**config.mk**
```make
export PLATFORM = sky130hd
export DESIGN_NAME = utf8_stream_decoder
export DESIGN_NICKNAME = d
export VERILOG_FILES = /design/src/rtl/core/utf8d_pkg.sv /design/src/rtl/core/utf8d_front.sv /design/src/rtl/core/utf8d_queue.sv /design/src/rtl/core/utf8d_back.sv /design/src/rtl/core/utf8_stream_decoder.sv
export SDC_FILE = /design/constraint.sdc
export NUM_CORES = 1
export LEC_CHECK = 0
export BUFFER_PORTS_ARGS = -buffer_cell sky130_fd_sc_hd__buf_4
export CAP_MARGIN = 30
export CORE_MARGIN = 2
export CORE_UTILIZATION = 50
export CTS_CLUSTER_DIAMETER = 40
export DETAILED_ROUTE_END_ITERATION = 8
export MAX_ROUTING_LAYER = met4
export PLACE_DENSITY = 0.68
export SYNTH_ARGS = -nofsm -noshare
export SYNTH_HDL_FRONTEND = slang
export SYNTH_SLANG_ARGS = --single-unit
```
**constraint.sdc**
```tcl
create_clock -name i_clk -period 4.7 [get_ports i_clk]
set_clock_uncertainty 0.05 [all_clocks]
set_input_delay 0.235 -clock i_clk [delete_from_list [all_inputs] [get_ports i_clk]]
set_output_delay 0.235 -clock i_clk [all_outputs]
set_load 0.01 [all_outputs]
```
**src/rtl/core/utf8d_pkg.sv**
```systemverilog
// shared types, constants and lookup functions for the utf-8 stream decoder
package utf8d_pkg;

    localparam int unsigned C_CP_W      = 21;
    localparam int unsigned C_CNT_W     = 3;
    localparam int unsigned C_Q_DEPTH   = 4;
    localparam int unsigned C_Q_PTR_W   = 2;

    localparam logic [C_CP_W-1:0] C_REPL_CP  = 21'h00FFFD;
    localparam logic [C_CP_W-1:0] C_MAX_CP   = 21'h10FFFF;
    localparam logic [C_CP_W-1:0] C_SURR_LO  = 21'h00D800;
    localparam logic [C_CP_W-1:0] C_SURR_HI  = 21'h00DFFF;
    localparam logic [5:0]        C_CONT_MASK = 6'h3F;
    localparam logic [1:0]        C_CONT_TAG  = 2'b10;

    // lead byte class codes
    localparam logic [2:0] C_LEN_BAD   = 3'd0;
    localparam logic [2:0] C_LEN_ASCII = 3'd1;
    localparam logic [2:0] C_LEN_TWO   = 3'd2;
    localparam logic [2:0] C_LEN_THREE = 3'd3;
    localparam logic [2:0] C_LEN_FOUR  = 3'd4;

    // one queue entry: replacements to flush, then an optional trailing result
    typedef struct packed {
        logic [C_CNT_W-1:0] flush_cnt;
        logic               has_tail;
        logic [C_CP_W-1:0]  tail_cp;
        logic               tail_bad;
        logic               fin;
    } t_job;

    function automatic logic [2:0] lead_length(input logic [7:0] b);
        logic [2:0] len;
        if (b < 8'h80)      len = C_LEN_ASCII;
        else if (b < 8'hC0) len = C_LEN_BAD;
        else if (b < 8'hE0) len = C_LEN_TWO;
        else if (b < 8'hF0) len = C_LEN_THREE;
        else if (b < 8'hF8) len = C_LEN_FOUR;
        else                len = C_LEN_BAD;
        return len;
    endfunction

    function automatic logic [C_CP_W-1:0] lead_bits(input logic [7:0] b,
                                                    input logic [2:0] len);
        logic [C_CP_W-1:0] v;
        unique case (len)
            C_LEN_TWO:   v = {16'd0, b[4:0]};
            C_LEN_THREE: v = {17'd0, b[3:0]};
            C_LEN_FOUR:  v = {18'd0, b[2:0]};
            default:     v = {13'd0, b};
        endcase
        return v;
    endfunction

    function automatic logic [C_CP_W-1:0] least_cp(input logic [2:0] len);
        logic [C_CP_W-1:0] v;
        unique case (len)
            C_LEN_TWO:   v = 21'h000080;
            C_LEN_THREE: v = 21'h000800;
            C_LEN_FOUR:  v = 21'h010000;
            default:     v = '0;
        endcase
        return v;
    endfunction

endpackage

```
**src/rtl/core/utf8d_front.sv**
```systemverilog
// front end: accepts bytes, tracks the pending sequence and builds result jobs
module utf8d_front (
    input  logic                  i_clk,
    input  logic                  i_rst_n,
    input  logic                  i_valid,
    output logic                  o_ready,
    input  logic [7:0]            i_byte,
    input  logic                  i_final,
    input  logic                  i_full,
    output logic                  o_push,
    output utf8d_pkg::t_job       o_job
);
    import utf8d_pkg::*;

    logic [2:0]        r_exp;
    logic [1:0]        r_held;
    logic [C_CP_W-1:0] r_part;
    logic [2:0]        n_exp;
    logic [1:0]        n_held;
    logic [C_CP_W-1:0] n_part;

    logic              accept;
    logic              pending;
    logic              is_cont;
    logic [1:0]        held_inc;
    logic [C_CP_W-1:0] cont_part;
    logic              cp_bad;
    logic [2:0]        len;
    logic              fresh;
    logic [C_CNT_W-1:0] flush_pre;
    t_job              job;

    assign o_ready   = !i_full;
    assign accept    = i_valid && !i_full;
    assign pending   = (r_exp != 3'd0);
    assign is_cont   = (i_byte[7:6] == C_CONT_TAG);
    assign held_inc  = r_held + 2'd1;
    assign cont_part = {r_part[C_CP_W-7:0], i_byte[5:0] & C_CONT_MASK};
    assign len       = lead_length(i_byte);
    assign cp_bad    = (cont_part > C_MAX_CP)
                    || ((cont_part >= C_SURR_LO) && (cont_part <= C_SURR_HI))
                    || (cont_part < least_cp(r_exp));

    always_comb begin
        n_exp     = r_exp;
        n_held    = r_held;
        n_part    = r_part;
        fresh     = 1'b1;
        flush_pre = '0;
        job       = '0;
        job.tail_cp = C_REPL_CP;
        if (pending) begin
            if (is_cont) begin
                fresh  = 1'b0;
                n_part = cont_part;
                n_held = held_inc;
                if ((3'(held_inc) + 3'd1) >= r_exp) begin
                    // sequence complete
                    job.has_tail = 1'b1;
                    job.tail_bad = cp_bad;
                    job.tail_cp  = cp_bad ? C_REPL_CP : cont_part;
                    n_exp  = '0;
                    n_held = '0;
                    n_part = '0;
                end else if (i_final) begin
                    // cut at end of string
                    job.flush_cnt = 3'(held_inc) + 3'd1;
                end
            end else begin
                // missing continuation, byte decoded anew below
                flush_pre = 3'(r_held) + 3'd1;
                n_exp  = '0;
                n_held = '0;
                n_part = '0;
            end
        end
        if (fresh) begin
            job.flush_cnt = flush_pre;
            if (len == C_LEN_ASCII) begin
                job.has_tail = 1'b1;
                job.tail_cp  = {13'd0, i_byte};
            end else if (len == C_LEN_BAD) begin
                job.has_tail = 1'b1;
                job.tail_bad = 1'b1;
            end else begin
                n_exp  = len;
                n_held = '0;
                n_part = lead_bits(i_byte, len);
                if (i_final) job.flush_cnt = flush_pre + 3'd1;
            end
        end
        if (i_final) begin
            n_exp  = '0;
            n_held = '0;
            n_part = '0;
        end
        job.fin = i_final;
    end

    assign o_job  = job;
    assign o_push = accept && ((job.flush_cnt != '0) || job.has_tail);

    always_ff @(posedge i_clk) begin
        if (!i_rst_n) begin
            r_exp  <= '0;
            r_held <= '0;
            r_part <= '0;
        end else if (accept) begin
            r_exp  <= n_exp;
            r_held <= n_held;
            r_part <= n_part;
        end
    end

endmodule

```
**src/rtl/core/utf8d_queue.sv**
```systemverilog
// small job queue between the front end and the result sequencer
module utf8d_queue (
    input  logic             i_clk,
    input  logic             i_rst_n,
    input  logic             i_push,
    input  utf8d_pkg::t_job  i_job,
    output logic             o_full,
    input  logic             i_pop,
    output logic             o_valid,
    output utf8d_pkg::t_job  o_job
);
    import utf8d_pkg::*;

    t_job                 r_mem [C_Q_DEPTH];
    logic [C_Q_PTR_W-1:0] r_wr;
    logic [C_Q_PTR_W-1:0] r_rd;
    logic [C_Q_PTR_W:0]   r_count;

    assign o_full  = (r_count == (C_Q_PTR_W+1)'(C_Q_DEPTH));
    assign o_valid = (r_count != '0);
    assign o_job   = r_mem[r_rd];

    always_ff @(posedge i_clk) begin
        if (i_push) r_mem[r_wr] <= i_job;
    end

    always_ff @(posedge i_clk) begin
        if (!i_rst_n) begin
            r_wr    <= '0;
            r_rd    <= '0;
            r_count <= '0;
        end else begin
            if (i_push) r_wr <= r_wr + 1'b1;
            if (i_pop)  r_rd <= r_rd + 1'b1;
            if (i_push && !i_pop)      r_count <= r_count + 1'b1;
            else if (!i_push && i_pop) r_count <= r_count - 1'b1;
        end
    end

`ifndef ASSERT_OFF
    a_no_overflow: assert property (@(posedge i_clk) disable iff (!i_rst_n)
        o_full |-> !i_push)
        else $error("push into full queue");
    a_no_underflow: assert property (@(posedge i_clk) disable iff (!i_rst_n)
        !o_valid |-> !i_pop)
        else $error("pop from empty queue");
    a_count_track: assert property (@(posedge i_clk) disable iff (!i_rst_n)
        (i_push && !i_pop) |=> (r_count == $past(r_count) + 1'b1))
        else $error("queue count lost a push");
`endif

endmodule

```
**src/rtl/core/utf8d_back.sv**
```systemverilog
// back end: expands each job into results and holds the output register
module utf8d_back (
    input  logic                      i_clk,
    input  logic                      i_rst_n,
    input  logic                      i_q_valid,
    input  utf8d_pkg::t_job           i_q_job,
    output logic                      o_pop,
    output logic                      o_valid,
    input  logic                      i_ready,
    output logic [utf8d_pkg::C_CP_W-1:0] o_code_point,
    output logic                      o_malformed,
    output logic                      o_run_last,
    output logic                      o_string_done,
    output logic                      o_string_ok
);
    import utf8d_pkg::*;

    logic [C_CNT_W-1:0] r_sub;
    logic               r_ok;
    logic               r_valid;
    logic [C_CP_W-1:0]  r_cp;
    logic               r_bad;
    logic               r_last;
    logic               r_done;
    logic               r_ok_out;

    logic               load;
    logic               in_flush;
    logic [C_CNT_W-1:0] total;
    logic               last;
    logic               cur_bad;
    logic [C_CP_W-1:0]  cur_cp;
    logic               n_ok;

    assign load     = i_q_valid && (!r_valid || i_ready);
    assign in_flush = (r_sub < i_q_job.flush_cnt);
    assign total    = i_q_job.flush_cnt + C_CNT_W'(i_q_job.has_tail);
    assign last     = ((r_sub + 3'd1) == total);
    assign cur_bad  = in_flush ? 1'b1 : i_q_job.tail_bad;
    assign cur_cp   = in_flush ? C_REPL_CP : i_q_job.tail_cp;
    assign n_ok     = r_ok && !cur_bad;
    assign o_pop    = load && last;

    always_ff @(posedge i_clk) begin
        if (!i_rst_n) begin
            r_sub   <= '0;
            r_ok    <= 1'b1;
            r_valid <= 1'b0;
        end else begin
            if (load) begin
                r_valid <= 1'b1;
                r_sub   <= last ? '0 : r_sub + 3'd1;
                r_ok    <= (last && i_q_job.fin) ? 1'b1 : n_ok;
            end else if (i_ready) begin
                r_valid <= 1'b0;
            end
        end
    end

    always_ff @(posedge i_clk) begin
        if (load) begin
            r_cp     <= cur_cp;
            r_bad    <= cur_bad;
            r_last   <= last;
            r_done   <= last && i_q_job.fin;
            r_ok_out <= n_ok;
        end
    end

    assign o_valid       = r_valid;
    assign o_code_point  = r_cp;
    assign o_malformed   = r_bad;
    assign o_run_last    = r_last;
    assign o_string_done = r_done;
    assign o_string_ok   = r_ok_out;

`ifndef ASSERT_OFF
    a_bad_is_repl: assert property (@(posedge i_clk) disable iff (!i_rst_n)
        (o_valid && o_malformed) |-> (o_code_point == C_REPL_CP && !o_string_ok))
        else $error("malformed result without replacement or with ok flag");
    a_done_is_last: assert property (@(posedge i_clk) disable iff (!i_rst_n)
        (o_valid && o_string_done) |-> o_run_last)
        else $error("string end not on last result of its byte");
    a_sub_bound: assert property (@(posedge i_clk) disable iff (!i_rst_n)
        i_q_valid |-> (r_sub < total))
        else $error("result index ran past job size");
`endif

endmodule

```
**src/rtl/core/utf8_stream_decoder.sv**
```systemverilog
// top level of the streaming utf-8 decoder with validation
//
// input channel (s side): one raw byte per transaction in tdata, tlast marks
// the last byte of a string. output channel (m side): one decoded code point
// per transaction. a byte gives zero to four results: plain ascii and the
// byte that completes a sequence give one, a byte that only extends a pending
// sequence gives none, errors give U+FFFD replacements marked malformed.
// tuser carries the malformed flag, tlast marks the final result of a string,
// and tdata also carries the per-byte last flag and the sticky string_ok flag.
// a result passes through the job queue and then the output register before
// it shows on the m side.
// throughput: one byte per cycle while each byte gives at most one result and
// the receiver is ready; the result sequencer emits one result per cycle while
// the receiver is ready, so bytes that give more than one result hold the input
// once the 4-entry job queue between the byte decoder and the sequencer fills.
// the output register accepts a new result in the same cycle the old one is
// taken; a stalled receiver backs up into the queue, then into o_s_tready.
// reset (synchronous, active low) clears any pending sequence, empties the
// queue and output register and sets the running string_ok flag back to one.
module utf8_stream_decoder (
    input  logic        i_clk,
    input  logic        i_rst_n,
    input  logic        i_s_tvalid,
    output logic        o_s_tready,
    input  logic [7:0]  i_s_tdata,   // [7:0] data_byte
    input  logic        i_s_tlast,   // final_byte
    output logic        o_m_tvalid,
    input  logic        i_m_tready,
    output logic [23:0] o_m_tdata,   // [20:0] code_point, [21] run_last, [22] string_ok, [23] zero
    output logic        o_m_tuser,   // [0] malformed
    output logic        o_m_tlast    // string_done
);
    import utf8d_pkg::*;

    // front to queue
    logic              push;
    t_job              push_job;
    logic              q_full;
    // queue to back
    logic              q_valid;
    t_job              q_job;
    logic              pop;
    // result fields
    logic [C_CP_W-1:0] code_point;
    logic              malformed;
    logic              run_last;
    logic              string_done;
    logic              string_ok;

    // byte classification and sequence tracking
    utf8d_front u_front (
        .i_clk   (i_clk),
        .i_rst_n (i_rst_n),
        .i_valid (i_s_tvalid),
        .o_ready (o_s_tready),
        .i_byte  (i_s_tdata),
        .i_final (i_s_tlast),
        .i_full  (q_full),
        .o_push  (push),
        .o_job   (push_job)
    );

    // decouples byte intake from result emission
    utf8d_queue u_queue (
        .i_clk   (i_clk),
        .i_rst_n (i_rst_n),
        .i_push  (push),
        .i_job   (push_job),
        .o_full  (q_full),
        .i_pop   (pop),
        .o_valid (q_valid),
        .o_job   (q_job)
    );

    // one result per cycle into the output register while it is free or being emptied
    utf8d_back u_back (
        .i_clk         (i_clk),
        .i_rst_n       (i_rst_n),
        .i_q_valid     (q_valid),
        .i_q_job       (q_job),
        .o_pop         (pop),
        .o_valid       (o_m_tvalid),
        .i_ready       (i_m_tready),
        .o_code_point  (code_point),
        .o_malformed   (malformed),
        .o_run_last    (run_last),
        .o_string_done (string_done),
        .o_string_ok   (string_ok)
    );

    assign o_m_tdata = {1'b0, string_ok, run_last, code_point};
    assign o_m_tuser = malformed;
    assign o_m_tlast = string_done;

endmodule
```
==> impl_metrics.csv, run 1 <==
group,metric,value,unit
status,status,"finished clean",
synthesis,yosysSeqAreaShare,0.668,
synthesis,synth_seq_cells,167,
global_routing,grtUsageTotal,0.194,
finish,multi_input_area,2130,um^2
sta,tightestPinTransition,1.01,ns
synthesis,synth_cells,467,
job,cap_violations,0,
min_path,hold_end,"u_front.r_part[0]",
synthesis,netlist_area,7000,um^2
min_path,hold_path.startpoint,"i_s_tdata[0]",
synthesis,synth_compound_area_frac,0.0706,
routing,drt_first_pass_iters,5,
finish,antenna_cells,0,
worst_setup_path,r2r-start,"u_front.r_held[0]",
global_routing,grt_pass1_wl,21000,um
clock_network,cts_tree,"done",
sta,rsz0062_at_grt,"no",
synthesis,synth_flop_cell,"edfxtp_1",
global_routing,grt_max_degree,32,
worst_setup_path,cp_max_fo,8,
worst_setup_path,cp.arrival,4.16,ns
clock_network,cts_resized,0,
min_path,holdPathStages,3,
floorplan,die-area,15000,um^2
floorplan,rows,43,
finish,stdcell_count,707,
sta,timing_hold_violations_final,0,
min_path,hold_class,"in2reg",
synthesis,synth-xor-area-share,0.0132,
place,gp_congestion,0.838,
synthesis,yosys.area_share.simple,0.0939,
place,hpwl,8360,um
power,vdd_drop_max,0.223,mV
sta,setup_viol,0,
sta,timing.fmax,0.258,GHz
global_routing,grt_overflow,0,
worst_setup_path,crit_type,"reg2reg",
finish,nets,546,
sta,finalCritPeriodShare,0.825,
synthesis,synth_nets,499,
sta,holdWs,0.0224,ns
sta,maxSlewHeadroom,0.325,
clock_network,cts_root_buffer,"clkbuf_16",
floorplan,core,13800,um^2
worst_setup_path,cpPeakStageDelay,0.38,ns
power,p_per_area,535,nW/um^2
clock_network,cts-htree-levels,4,
worst_setup_path,cpMostUsedCell,"ha_1",
worst_setup_path,rr_worst_depth,16,
routing,post_drt_wl_per_cell,18.3,um
floorplan,start_util,0.508,
place,place_area,7500,um^2
routing,vias,3917,
sta,period_minus_slack,3.88,ns
synthesis,async_flop_share,0,
floorplan,io_pins,41,
worst_setup_path,r2r_setup_slack,0.82,ns
worst_setup_path,r2r-end,"u_queue.r_count[2]",
place,io_buffer_count,39,
clock_network,ctsHoldBuffers,0,
synthesis,synth_cell_type_count,52,
routing,first_iter_violations,290,
finish,nFillCells,1103,
synthesis,avgSynthCellArea,15.0,um^2
synthesis,ys.warnings.count,0,
worst_setup_path,end_kind,"flip-flop",
worst_setup_path,crit_path_start_kind,"flip-flop",
worst_setup_path,cp_slowest_cell,"dfxtp_1",
finish,design_area,8060,um^2
finish,final_util,0.585,
worst_setup_path,cp_cell_sequence,"inv_1 > ha_1 > xor2_1 > ha_1 > a21o_1 > a31oi_1 > buf_4 > nand3_1 > a2bb2oi_1 > o311a_1 > ha_1 > inv_1 > fa_1 > xor2_1 > or3_1 > a21oi_1",
clock_network,numCtsBuffers,17,
global_routing,antenna_found_initial,0,
clock_network,cts_setup_buffers,0,
finish,syn2layout_area_growth,15.1,%
routing,drt-total-wl,12900,um
routing,drtAntennaViolNets,0,
power,leakagePower,2.76,nW
synthesis,synthMuxAreaShare,0.0912,
synthesis,synth-adder-area-share,0.0350,
finish,drive_gt1_frac,0.233,
routing,routed_via_density,5.54,
synthesis,synth_top_family_by_area,"simple AND/OR/NAND/NOR gates",
clock_network,clk_pin_slew,0.06,ns
floorplan,die_h,122,um
clock_network,ctsLongestPathBuffers,2,
finish,ff_latch_area,4680,um^2
floorplan,die_w,122,um
clock_network,worstSkewPairLatency,0.41,ns
worst_setup_path,critPathTopFamily,"adder cells",
place,dp_cells,675,
clock_network,clock-sinks,167,
sta,slew_violations,0,
routing,drc,0,
sta,fin_tns_setup,0,ns
worst_setup_path,critPathBufInv,3,
synthesis,synth_edf_count,133,
worst_setup_path,cp_data_required_time,4.98,ns
global_routing,grt_pass1_vias,3954,
cell families (layout without fill, tap and decap cells):
group,Yosys count,count (layout)
multiplexers,30,30
flip-flops,167,167
buffers and inverters,44,104
adder cells (fa/ha/maj),19,19
other,1,1
AND/OR/NAND/NOR,126,126
XOR/XNOR,9,9
AO/OA/AOI/OAI,71,71
Yosys cell counts (4+ instances only):
library cell	number	area (um^2)
dfxtp_1	34	681
nand2_1	17	63.8
mux4_2	27	608
o21a_1	9	67.6
and2_1	8	50.1
inv_1	20	75.1
clkbuf_1	16	60.1
a21o_1	8	60.1
nor2b_1	8	50.1
and3_1	4	25.0
nor2_1	37	139
ha_1	18	225
o21ai_0	11	55.1
a22oi_1	14	105
xor2_1	6	52.6
nand3_1	7	35.0
nand2b_1	4	25.0
nor3_1	11	55.1
a21oi_1	11	55.1
edfxtp_1	133	3990
or2_2	16	100
per-layer routing:
| metal | global-route usage | routed length (um) |
|---|---|---|
| met4 | 0.0532 | 120 |
| met3 | 0.0465 | 538 |
| met5 | - | 0 |
| met2 | 0.305 | 6360 |
| met1 | 0.256 | 5930 |
registers in the layout, summed over array words and instances, names as in the netlist, named ones only:
signal / count
u_back.r_sub: 3
u_queue.r_wr: 2
u_queue.r_rd: 2
u_queue.r_mem: 108
u_back.o_code_point: 21
u_queue.r_count: 3
u_front.r_held: 2
u_back.r_ok: 1
u_back.o_valid: 1
u_back.o_string_done: 1
u_front.r_exp: 3
u_front.r_part: 15
u_back.o_malformed: 1
u_back.o_run_last: 1
u_back.o_string_ok: 1
worst min-delay path, stage by stage:
cell,delay (ns)
buf_4,0.09
a22oi_1,0.05
nor2_1,0.07
power breakdown:
group	switching, mW	leakage, nW	internal (mW)
registers	0.0851	1.48	1.88
clock network	0.526	0.268	0.793
logic	0.527	1.02	0.495
total	1.14	2.76	3.17
how the worst max path moves through the flow:
stage | from | to | slack [ns] | depth (start not counted)
detailed placement | u_front.r_held[0] | u_queue.r_count[2] | 0.83 | 16
global route | u_front.r_held[0] | u_queue.r_count[2] | 0.43 | 16
global placement | u_front.r_held[0] | u_queue.r_count[2] | 0.95 | 16
CTS | u_front.r_held[0] | u_queue.r_count[2] | 0.82 | 16
finish | u_front.r_held[0] | u_queue.r_count[2] | 0.82 | 16
floorplan | flip-flop | u_queue.r_count[2] | 0.53 | 15
area by class of cell:
class,instances,area share
clock inverter,9,0.0126
clock buffer,23,0.0568
sequential,167,0.580
inverter,20,0.00932
multi-input combinational,256,0.264
tap,180,0.0280
timing repair buffer,52,0.0485
through the flow:
| stage | power (mW) | setup WS (ns) |
|---|---|---|
| after floorplan | 2.69 | 0.530 |
| after global placement | 3.02 | 0.949 |
| after detailed placement | 3.05 | 0.834 |
| after CTS | 4.37 | 0.820 |
| after global routing | 4.55 | 0.431 |
| final | 4.31 | 0.823 |
cells in the final DEF, fill, tap and decap left out, types with 4 or more instances in the layout:
master and count:
nor3_1 11, o21ai_0 10, or2_2 16, clkbuf_16 17, a21oi_1 11, a22oi_1 14
nor2_1 37, xor2_1 6, inv_1 20, nor2b_1 8, ha_1 18, clkbuf_1 5
buf_4 52, o21a_1 9, nand3_1 7, mux4_2 27, nand2b_1 4, nand2_1 17
and3_1 4, a21o_1 8, and2_1 8, dfxtp_1 33, edfxtp_1 133
Power figures use the tool's default switching activity.
==> run 2: changes to the inputs <==
clock period = 3.7 ns   (was 4.7 ns; I/O delays follow)
==> run 2 against run 1 <==
  * Clock power grew 32%
  * Cell count increased by 1.8%
  * Via count up 1.6%
  * Critical endpoint unchanged
  * Fmax is 9.8% higher
  * Highest routed layer unchanged
  * Sequential power rose by 26%
  * First-iteration DRC count shrank 4.5%
==> impl_metrics.csv, run 2 (same netlist as run 1, synthesis figures left out) <==
group,metric,value,unit
clock_network,clk_pin_slew,0.06,ns
global_routing,grt_max_degree,31,
clock_network,cts-htree-levels,4,
sta,timing_hold_violations_final,0,
worst_setup_path,end_kind,"flip-flop",
power,p_per_area,677,nW/um^2
floorplan,start_util,0.508,
global_routing,antenna_found_initial,0,
place,gp_congestion,0.939,
place,hpwl,8520,um
worst_setup_path,crit_path_start_kind,"flip-flop",
finish,top_register,"u_queue.r_mem",
routing,drt-total-wl,13000,um
sta,timing.fmax,0.283,GHz
finish,syn2layout_area_growth,17.6,%
worst_setup_path,critPathTopFamily,"compound AO/OA/AOI/OAI gates",
power,leakagePower,2.85,nW
sta,slew_violations,0,
clock_network,ctsLongestPathBuffers,2,
worst_setup_path,r2r-end,"u_queue.r_count[2]",
worst_setup_path,crit_type,"reg2reg",
routing,drc,0,
min_path,hold_class,"in2reg",
global_routing,grt_overflow,0,
worst_setup_path,r2r_setup_slack,0.17,ns
routing,drtAntennaViolNets,0,
sta,fin_tns_setup,0,ns
worst_setup_path,cp_data_required_time,3.98,ns
finish,antenna_cells,0,
floorplan,rows,43,
clock_network,clock-sinks,167,
power,vdd_drop_max,0.331,mV
floorplan,die_h,122,um
clock_network,numCtsBuffers,17,
place,io_buffer_count,39,
global_routing,grtUsageTotal,0.196,
sta,period_minus_slack,3.53,ns
status,status,"finished clean",
routing,post_drt_wl_per_cell,18.0,um
clock_network,cts_tree,"done",
min_path,hold_path.startpoint,"i_s_tdata[5]",
job,cap_violations,0,
worst_setup_path,cp_slowest_cell,"fa_1",
floorplan,die-area,15000,um^2
routing,drt_first_pass_iters,5,
finish,layout_commonest_cell,"edfxtp_1",
finish,largest_reg_flops,108,
finish,nFillCells,1114,
routing,first_iter_violations,277,
finish,final_cell_mix,"edfxtp_1, buf_4, nor2_1",
floorplan,core,13800,um^2
routing,routed_via_density,5.53,
sta,maxSlewHeadroom,0.312,
worst_setup_path,critPathBufInv,2,
sta,tightestPinTransition,1.03,ns
sta,finalCritPeriodShare,0.954,
global_routing,grt_pass1_wl,21000,um
finish,ff_latch_area,4680,um^2
finish,multi_input_area,2160,um^2
min_path,hold_end,"u_front.r_exp[0]",
worst_setup_path,r2r-start,"u_front.r_held[0]",
min_path,holdPathStages,3,
worst_setup_path,cp_max_fo,5,
routing,vias,3978,
floorplan,die_w,122,um
worst_setup_path,cpPeakStageDelay,0.38,ns
sta,setup_viol,0,
worst_setup_path,cp_cell_sequence,"inv_1 > ha_4 > xor2_1 > ha_1 > a21o_1 > a31oi_4 > o2bb2ai_1 > a221o_1 > o311a_1 > ha_1 > inv_1 > fa_1 > xor2_1 > or3_1 > a21oi_1",
worst_setup_path,cp.arrival,3.81,ns
finish,design_area,8230,um^2
finish,nets,559,
worst_setup_path,rr_worst_depth,15,
clock_network,worstSkewPairLatency,0.42,ns
clock_network,cts_root_buffer,"clkbuf_16",
finish,drive_gt1_frac,0.254,
place,place_area,7550,um^2
global_routing,grt_pass1_vias,3994,
floorplan,io_pins,41,
-- run 2: cell count changes in the layout (fill, tap and decap cells not counted), moves of 2 or more --
cell | before | now
clkbuf_1 | 5 | 1
clkinv_2 | 1 | 3
dlygate4sd3_1 | 0 | 6
buf_4 | 52 | 59
-- run 2: worst max path at each step --
stage | from | end | slack [ns] | cells after the start
2_1_floorplan | flip-flop | u_queue.r_count[2] | 0.03 | 15
3_3_place_gp | u_front.r_held[0] | u_queue.r_count[2] | 0.18 | 15
3_5_place_dp | u_front.r_held[0] | u_queue.r_count[2] | -0.02 | 15
4_1_cts | u_front.r_held[0] | u_queue.r_count[2] | 0.04 | 15
5_1_grt | u_front.r_held[0] | u_queue.r_count[2] | -0.009 | 15
6_report | u_front.r_held[0] | u_queue.r_count[2] | 0.17 | 15
-- run 2: per-stage QoR --
step,std cells,power [mW],setup slack (ns),hold WS [ns],util
final,720,5.57,0.169,0.0367,0.597
after global routing,720,5.86,-0.00933,0.0578,0.597
after CTS,720,5.63,0.0366,0.0276,0.596
after detailed placement,682,3.88,-0.0155,0.403,0.549
after global placement,682,3.85,0.185,0.393,0.549
after floorplan,467,3.44,0.0348,0.234,-
-- run 2: power by group --
group	internal [mW]	total (mW)	switching, mW
Sequential	2.39	2.49	0.101
Clock	1.05	1.74	0.686
Combinational	0.647	1.34	0.691
-- run 2: layer usage --
| metal | GRT usage | wire [um] | vias up |
|---|---|---|---|
| met2 | 0.311 | 6660 | 89 |
| met5 | - | 0 | - |
| met3 | 0.0460 | 550 | 12 |
| met4 | 0.0697 | 182 | 0 |
| li1 | - | - | 1888 |
| met1 | 0.248 | 5600 | 1989 |
-- run 2: what timing repair did --
item / 4_1_cts / 5_1_grt
endpoints found under the setup margin: 1 / 2
hold endpoints to repair: 7 / 0
resized for setup: 1 / 3
buffers inserted: 0 / 0
pin swaps: 0 / 1
hold buffers: 6 / 0
-- run 2: worst reg2reg max path: stages (launching register included) --
cell and delay [ns]:
dfxtp_2 0.34, inv_1 0.19, ha_4 0.25, xor2_1 0.15, ha_1 0.18, a21o_1 0.18, a31oi_4 0.19, o2bb2ai_1 0.14
a221o_1 0.25, o311a_1 0.24, ha_1 0.20, inv_1 0.07, fa_1 0.38, xor2_1 0.19, or3_1 0.31, a21oi_1 0.15
-- run 2: layout make-up --
cell class	instances	share of cell area
clock inverter	14	0.0189
inverter	20	0.00912
clock buffer	18	0.0522
timing repair buffer	65	0.0611
tap	180	0.0274
multi-input combinational	256	0.263
sequential	167	0.568
==> run 3: changes to the inputs <==
ABC_AREA = 1   (was default)
PLACE_DENSITY = 0.67   (was 0.68)
==> run 3 against run 2 <==
  * Critical path depth is 6 higher
  * Worst setup slack better by 0.038 ns
  * Total power is 9.1% higher
  * Area after synthesis is 5.4% higher
  * Largest power group unchanged
==> impl_metrics.csv, run 3 <==
group,metric,value,unit
floorplan,die_h,125,um
clock_network,cts_tree,"done",
finish,final_util,0.594,
routing,dr_wl_met3,697,um
clock_network,worstSkewPairLatency,0.43,ns
global_routing,grt_pass1_wl,24800,um
routing,first_iter_violations,541,
synthesis,synth_cells,682,
synthesis,synth_nets,714,
synthesis,synth.most_common_cell,"edfxtp_1",
worst_setup_path,critPathTopFamily,"adder cells",
synthesis,synth_edf_count,133,
worst_setup_path,crit_path_start_kind,"flip-flop",
worst_setup_path,cp_cell_sequence,"inv_1 > ha_2 > xor2_2 > ha_1 > nand3_1 > nand3_2 > nor2_8 > nand3_1 > nand2_2 > nor2_2 > nand2_4 > nand2_2 > inv_1 > ha_1 > inv_1 > fa_1 > nor2_1 > nor2_1 > nand2_1 > o21ai_0 > a21oi_1",
synthesis,synth_seq_cells,167,
worst_setup_path,critPathBufInv,3,
clock_network,numCtsBuffers,17,
min_path,hold_path.startpoint,"i_s_tdata[0]",
synthesis,synth_top_area_frac,0.541,
synthesis,synthTopCellsByCount,"edfxtp_1, nor2_1, nand2_1, inv_1, o21ai_0",
floorplan,io_pins,41,
clock_network,clock-sinks,167,
synthesis,yosysSeqAreaShare,0.633,
power,power,6.08,mW
global_routing,grt_max_degree,36,
synthesis,async_flop_share,0,
finish,nets,758,
finish,layout_commonest_cell,"edfxtp_1",
synthesis,netlist_area,7380,um^2
place,gp_congestion,0.896,
global_routing,antenna_found_initial,0,
place,hpwl,9940,um
clock_network,ctsLongestPathBuffers,2,
finish,final_cell_mix,"edfxtp_1, nor2_1, nand2_1",
clock_network,cts_root_buffer,"clkbuf_16",
finish,top_register,"u_queue.r_mem",
synthesis,synth_flop_cell,"edfxtp_1",
sta,timing.fmax,0.286,GHz
sta,timing_hold_violations_final,0,
sta,holdWs,0.0349,ns
power,vdd_drop_max,0.353,mV
floorplan,die-area,15700,um^2
sta,finalCritPeriodShare,0.944,
synthesis,avgSynthCellArea,10.8,um^2
job,cap_violations,0,
routing,routed_via_density,5.51,
worst_setup_path,r2r-start,"u_front.r_held[0]",
floorplan,die_w,125,um
worst_setup_path,end_kind,"flip-flop",
worst_setup_path,rr_worst_depth,21,
worst_setup_path,r2r-end,"u_queue.r_count[2]",
power,leakagePower,3.23,nW
routing,wl_met1,6870,um
synthesis,synth_cell_type_count,47,
sta,period_minus_slack,3.49,ns
worst_setup_path,r2r_setup_slack,0.21,ns
place,io_buffer_count,39,
routing,drc,0,
min_path,hold_end,"u_front.r_part[0]",
finish,largest_reg_flops,108,
power,p_per_area,707,nW/um^2
routing,drt-total-wl,15500,um
global_routing,grt_overflow,0,
synthesis,ys.warnings.count,0,
worst_setup_path,cp_data_required_time,4.00,ns
sta,setup_viol,0,
global_routing,grt_pass1_vias,4944,
sta,slew_violations,0,
routing,drtAntennaViolNets,0,
finish,antenna_cells,0,
floorplan,start_util,0.510,
global_routing,grtUsageTotal,0.209,
worst_setup_path,cpMostUsedCell,"inv_1",
min_path,holdPathStages,3,
finish,stdcell_count,923,
worst_setup_path,cpPeakStageDelay,0.39,ns
sta,fin_tns_setup,0,ns
worst_setup_path,cp.arrival,3.79,ns
worst_setup_path,cp_slowest_cell,"dfxtp_2",
worst_setup_path,cp_max_fo,7,
synthesis,synth_top_cell_by_area,"edfxtp_1",
routing,wl_met2,7470,um
floorplan,core,14500,um^2
synthesis,synthTopCellsByArea,"edfxtp_1, dfxtp_1, nor2_1",
place,dp_cells,887,
floorplan,rows,44,
worst_setup_path,crit_type,"reg2reg",
routing,top_layer_used,"met4",
finish,syn2layout_area_growth,16.5,%
clock_network,clk_pin_slew,0.07,ns
sta,tightestPinTransition,0.845,ns
finish,drive_gt1_frac,0.172,
sta,maxSlewHeadroom,0.436,
routing,post_drt_wl_per_cell,16.8,um
routing,drt_first_pass_iters,5,
status,status,"finished clean",
min_path,hold_class,"in2reg",
routing,vias,5083,
clock_network,cts-htree-levels,4,
run 3: changes by cell type in the layout (fill, tap and decap cells not counted), sizes merged, moves of 10 or more:
cell	change
nand2	+79
nand3	+20
o221ai	+15
a21oi	+26
a22oi	-14
nor2	+63
o21ai	+54
or2	-14
nand3b	+10
mux4	-27
inv	+52
run 3: tightest hold or removal path: stages:
cell and delay [ns]:
buf_4 0.12, o211ai_1 0.08, a21oi_1 0.07
run 3: where the power goes:
part / switching [mW] / internal, mW / leakage, nW
registers: 0.0968 / 2.43 / 1.49
clock network: 0.732 / 1.13 / 0.300
logic: 1.10 / 0.578 / 1.44
run 3: per-stage QoR:
stage	area [um^2]	setup WS, ns
2_1_floorplan	7380	-0.0430
3_5_place_dp	7920	0.0649
4_1_cts	8560	0.0208
5_1_grt	8600	-0.00716
3_3_place_gp	7920	0.202
6_report	8600	0.208
run 3: kinds of logic (layout without fill, tap and decap cells):
logic type / count (synthesis) / count (layout) / synth area share
buffers and inverters: 103 / 160 / 0.0583
AND/OR/NAND/NOR: 249 / 249 / 0.159
other: 1 / 1 / 0.000508
flip-flops: 167 / 167 / 0.633
AO/OA/AOI/OAI: 137 / 137 / 0.109
XOR/XNOR: 6 / 6 / 0.00712
adder cells (fa/ha/maj): 19 / 19 / 0.0332
run 3: metal layers:
layer,global-route usage,up-vias
li1,-,2456
met4,0.0908,0
met5,-,-
met3,0.0368,34
met1,0.266,2449
met2,0.329,144
run 3: area by class of cell:
cell class / instances / area, um^2
well taps: 184 / 230
flip-flops and latches: 167 / 4680
repair buffers: 55 / 468
inverters: 73 / 278
clock buffers: 17 / 425
fillers: 1194 / 5880
clock inverters: 15 / 203
multi-input cells: 412 / 2320
run 3: worst max path at each step:
| stage | startpoint | to | slack (ns) | depth (start not counted) |
|---|---|---|---|---|
| 2_1_floorplan | u_front.r_held[0] | u_queue.r_mem[1][0] | -0.04 | 13 |
| 3_3_place_gp | u_front.r_held[0] | u_queue.r_count[2] | 0.20 | 21 |
| 3_5_place_dp | u_front.r_held[0] | u_queue.r_count[2] | 0.06 | 21 |
| 4_1_cts | u_front.r_held[0] | u_queue.r_count[2] | 0.02 | 21 |
| 5_1_grt | u_front.r_held[0] | u_queue.r_count[2] | -0.007 | 21 |
| 6_report | u_front.r_held[0] | u_queue.r_count[2] | 0.21 | 21 |
run 3: timing repair:
| item | 4_1_cts | 5_1_grt |
|---|---|---|
| resized for setup | 0 | 5 |
| hold endpoints to repair | 7 | 0 |
| setup endpoints to repair | 0 | 2 |
| hold buffers | 2 | 0 |
| buffers inserted | 0 | 2 |
